--- src/hdl/csa_pkg.sv ---
// csa_pkg: shared types and constants for the checked signed alu
// no dependencies
package csa_pkg;

    localparam int unsigned DataWidth = 32;
    localparam int unsigned DivSteps  = 8;
    localparam int unsigned DivBits   = 4;

    typedef logic signed [DataWidth-1:0] t_data;

    typedef enum logic [1:0] {
        CMD_ADD = 2'd0,
        CMD_SUB = 2'd1,
        CMD_MUL = 2'd2,
        CMD_DIV = 2'd3
    } t_cmd;

    typedef enum logic [1:0] {
        ST_OK      = 2'd0,
        ST_RANGE   = 2'd1,
        ST_DIVZERO = 2'd2,
        ST_RSVD    = 2'd3
    } t_status;

    typedef struct packed {
        logic    vld;
        t_cmd    cmd;
        logic    neg_q;
        logic    zero_b;
        logic    ovf_div;
    } t_ctl;

endpackage

--- src/hdl/csa_div.sv ---
// csa_div: unsigned 32-bit restoring divider, four quotient bits per stage
// depends on csa_pkg
module csa_div (
    input  logic        i_clk,
    input  logic        i_en,
    input  logic [31:0] i_n,
    input  logic [31:0] i_d,
    output logic [31:0] o_q
);
    import csa_pkg::*;

    logic [31:0] r_rem [DivSteps];
    logic [31:0] r_num [DivSteps];
    logic [31:0] r_den [DivSteps];

    for (genvar s = 0; s < DivSteps; s++) begin : g_stage
        logic [31:0] rem_in, num_in, den_in;
        logic [31:0] rem_o, num_o;
        logic [32:0] trial;
        if (s == 0) begin : g_first
            assign rem_in = '0;
            assign num_in = i_n;
            assign den_in = i_d;
        end else begin : g_next
            assign rem_in = r_rem[s-1];
            assign num_in = r_num[s-1];
            assign den_in = r_den[s-1];
        end
        always_comb begin
            rem_o = rem_in;
            num_o = num_in;
            for (int k = 0; k < DivBits; k++) begin
                trial = {rem_o, num_o[31]} - {1'b0, den_in};
                num_o = {num_o[30:0], 1'b0};
                if (!trial[32]) begin
                    rem_o = trial[31:0];
                    num_o[0] = 1'b1;
                end else begin
                    rem_o = {rem_o[30:0], num_in[31-(k % 32)]};
                end
            end
        end
        always_ff @(posedge i_clk) begin
            if (i_en) begin
                r_rem[s] <= rem_o;
                r_num[s] <= num_o;
                r_den[s] <= den_in;
            end
        end
    end

    assign o_q = r_num[DivSteps-1];
endmodule

--- config.mk ---
export PLATFORM = sky130hd
export DESIGN_NAME = csa_div
export DESIGN_NICKNAME = d
export VERILOG_FILES = /design/src/hdl/csa_pkg.sv /design/src/hdl/csa_div.sv
export SDC_FILE = /design/constraint.sdc
export NUM_CORES = 2
export LEC_CHECK = 0
export BUFFER_PORTS_ARGS = -buffer_cell sky130_fd_sc_hd__buf_2
export CAP_MARGIN = 10
export CORE_AREA = 2 2 367 369
export CTS_CLUSTER_SIZE = 28
export DETAILED_ROUTE_END_ITERATION = 7
export DIE_AREA = 0 0 369 371
export MAX_ROUTING_LAYER = met4
export PLACE_DENSITY = 0.84
export SLEW_MARGIN = 20
export SYNTH_ARGS = -nofsm -noshare
export SYNTH_HDL_FRONTEND = slang
export SYNTH_SLANG_ARGS = --single-unit
--- constraint.sdc ---
create_clock -name i_clk -period 15.1 [get_ports i_clk]
set_input_delay 3.02 -clock i_clk [delete_from_list [all_inputs] [get_ports i_clk]]
set_output_delay 3.02 -clock i_clk [all_outputs]
set_load 0.02 [all_outputs]
==> results.yml <==
timing:
  setup_viol: 0
  fin_crit_sh_pct: 97.8
  final_max_slew_viol_count: 0
  maxClockFrequency_mhz: 67.7
  relSlewSlack_pct: 27.4
  min_period_ns: 14.77
  clock_skew_ns: 0.0475
  hold_viol: 0
  tightest_slew_ns: 1.08
global_routing:
  grt_pass1_wl_um: 388000
  grt_usage_pct: 36.3
  grt_antenna_before_repair: 8
  grt-ovfl-total: 0
  grt_pass1_vias: 73317
  grt_max_degree: 159
synth:
  synthMuxAreaShare_pct: 5.37
  synthTopCellsByArea: "edfxtp_1 (27%), ha_1 (16%), xnor2_1 (6.0%)"
  synth_top_family_by_area: "compound AO/OA/AOI/OAI gates"
  async_flop_share_pct: 0
  synthXorXnorAreaFrac_pct: 9.20
  synth_edf_count: 704
  ys_ff_latch: 704
  synthSimpleGateAreaFrac_pct: 14.2
  ys_seq_area_share_pct: 26.6
  ys.flop_type: "edfxtp_1"
  ys_types: 97
  netlist_area_sq_mm: 0.0795
  synth_top_area_share_pct: 26.6
  syn_area_per_cell_sq_um: 8.64
  yosysWarnings: 0
  synth_compound_area_share_pct: 24.1
  synth_fa_ha_area_share_pct: 16.5
  synth_top_area_cell: "edfxtp_1"
  syn_inst: 9204
floorplan:
  die_h_um: 371
  dieArea_sq_mm: 0.137
  fp.dieW_um: 369
  start_util_pct: 59.9
  num_rows: 134
  pin_count: 98
  coreArea_sq_mm: 0.133
critical_path:
  r2r_start: "r_num[0][31]"
  cp_data_arrival_time_ns: 15.24
  worstReg2RegEnd: "r_rem[1][30]"
  reg2regPathDepth: 71
  critPathLaunchType: "flip-flop"
  rrSetupSlack_ns: 0.33
  slowest_delay_ns: 0.44
  path_class: "reg2reg"
  worst_path_max_delay_cell: "o41ai_1"
  crit_fanout: 8
  cpMostUsedCell: "buf_4"
  cp.required_ns: 15.57
  cp-end-kind: "flip-flop"
layout:
  final_common_cell: "ha_1"
  fin_cells: 11935
  finish.utilization_pct: 69.4
  final_cell_mix: "ha_1 (991), a21oi_1 (861), buf_4 (849)"
  layout-drive-gt1-share_pct: 15.9
  multi_input_area_sq_mm: 0.0560
  regArea_sq_mm: 0.0211
  area.growth.synth_to_final_pct: 16.0
  nets: 11181
  fill_cells: 10194
placement:
  dp_hpwl_um: 199000
  port_buffers: 97
  dp_cells: 11743
  place_congestion: 1.03
clock_tree:
  cts_root_buf: "clkbuf_16"
  cts_tree: "built"
  cts_buffers: 85
  clock-sinks: 704
  cts_buffer_depth: 3
  htree_num_levels: 3
  clock_latency_ns: 0.72
  clk_pin_slew_ns: 0.07
min_path:
  min_path_cells: 0
  hp-start: "r_num[1][52]"
  min_to: "r_num[1][88]"
  worstHoldPathType: "reg2reg"
drt:
  viasPerCell: 6.33
  drt_iter0_drc: 7241
  via_count: 75583
  antenna_left: 0
  drc_errors: 1
  wl_per_cell_um: 20.9
  routed_wl_um: 250000
  first_pass_iters: 8
status:
  violations: "DRC"
  status: "finished with violations"
flow_run:
  cap_violations: 0
==> area by class of cell <==
| cell class | count | share of cell area, % |
|---|---|---|
| inverters | 644 | 2.62 |
| diodes | 6 | 0.0163 |
| clock inverters | 63 | 0.789 |
| repair buffers | 982 | 8.19 |
| clock buffers | 93 | 2.34 |
| flip-flops and latches | 704 | 22.9 |
| well taps | 1768 | 2.40 |
| multi-input cells | 7675 | 60.7 |
==> per-layer routing <==
metal  global-route usage, %  share of wire [%]  up-vias  routed length [um]
li1                        -                  -    35900                   -
met1                    43.0                 40    35665               99000
met2                    60.2                 47     3207              117000
met3                    5.12                7.5      811               18800
met4                    18.4                6.0        0               15000
met5                       -                  0        -                   0
==> synth_stat cells, types with 81 or more instances <==
library cell  number
inv_1            633
o21bai_1         114
mux2_2           289
a21o_1           400
nand2_1          756
o21a_1           159
mux2i_1          100
nor2_1           621
nand3_1          187
a21oi_1          874
nand2b_1         160
clkbuf_1         132
o21ai_0          673
ha_1             993
edfxtp_1         704
xnor2_1          546
xor2_1           283
a31oi_1           81
nor3_1           146
nor2b_1          140
==> metrics by stage <==
| step | setup TNS [ns] | cell area [sq um] | hold WS [ns] | worst slack [ns] |
|---|---|---|---|---|
| 4_1_cts | 0 | 91400 | 0.418 | 0.0310 |
| 2_1_floorplan | 0 | 79500 | 0.400 | 0.478 |
| 6_report | 0 | 92200 | 0.416 | 0.326 |
| 3_5_place_dp | -16.50 | 88400 | 0.405 | -0.354 |
| 5_1_grt | -4.07 | 92200 | 0.422 | -0.144 |
| 3_3_place_gp | 0 | 88400 | 0.400 | 0.167 |
==> how the worst max path moves through the flow <==
| stage | start | endpoint | slack [ns] | cells after the start |
|---|---|---|---|---|
| global placement | i_n[31] | r_rem[0][7] | 0.17 | 57 |
| CTS | r_den[4][11] | r_rem[5][7] | 0.03 | 65 |
| finish | r_num[0][31] | r_rem[1][30] | 0.33 | 71 |
| floorplan | r_den[0][1] | r_rem[1][24] | 0.48 | 61 |
| detailed placement | r_num[0][31] | r_rem[1][5] | -0.35 | 69 |
| global route | r_num[0][31] | r_rem[1][25] | -0.14 | 71 |
==> cell families after synthesis <==
| kind of cell | after synthesis |
|---|---|
| muxes | 390 |
| DFF | 704 |
| xor gates and xnor gates | 832 |
| buffers and inverters | 839 |
| AOI/OAI and AO/OA | 3011 |
| other | 1 |
| and+or+nand+nor | 2398 |
| adders and majority gates | 1029 |
==> registers in the layout, summed over array words and instances (netlist names) <==
name,count
r_num,256
r_den,224
r_rem,224
==> timing repair <==
item | in CTS | in global routing
endpoints found under the hold margin | 0 | 0
pin swaps | 2 | 25
setup endpoints to repair | 74 | 232
hold buffers | 0 | 0
gates cloned | 0 | 3
setup buffers | 5 | 22
resized for setup | 9 | 122
==> critical path, delay by kind of cell, from the launching register on <==
family / cells / cell delay (ns)
AND/OR/NAND/NOR: 11 / 1.95
buffers and inverters: 19 / 2.95
AO/OA/AOI/OAI: 30 / 6.33
flip-flops: 1 / 0.41
adder cells (fa/ha/maj): 5 / 1.49
multiplexers: 2 / 0.60
XOR/XNOR: 4 / 0.74
Power is left out: the tool's default activity adds up to more than one toggle a clock period on the data nets, which glitch-free logic cannot reach.
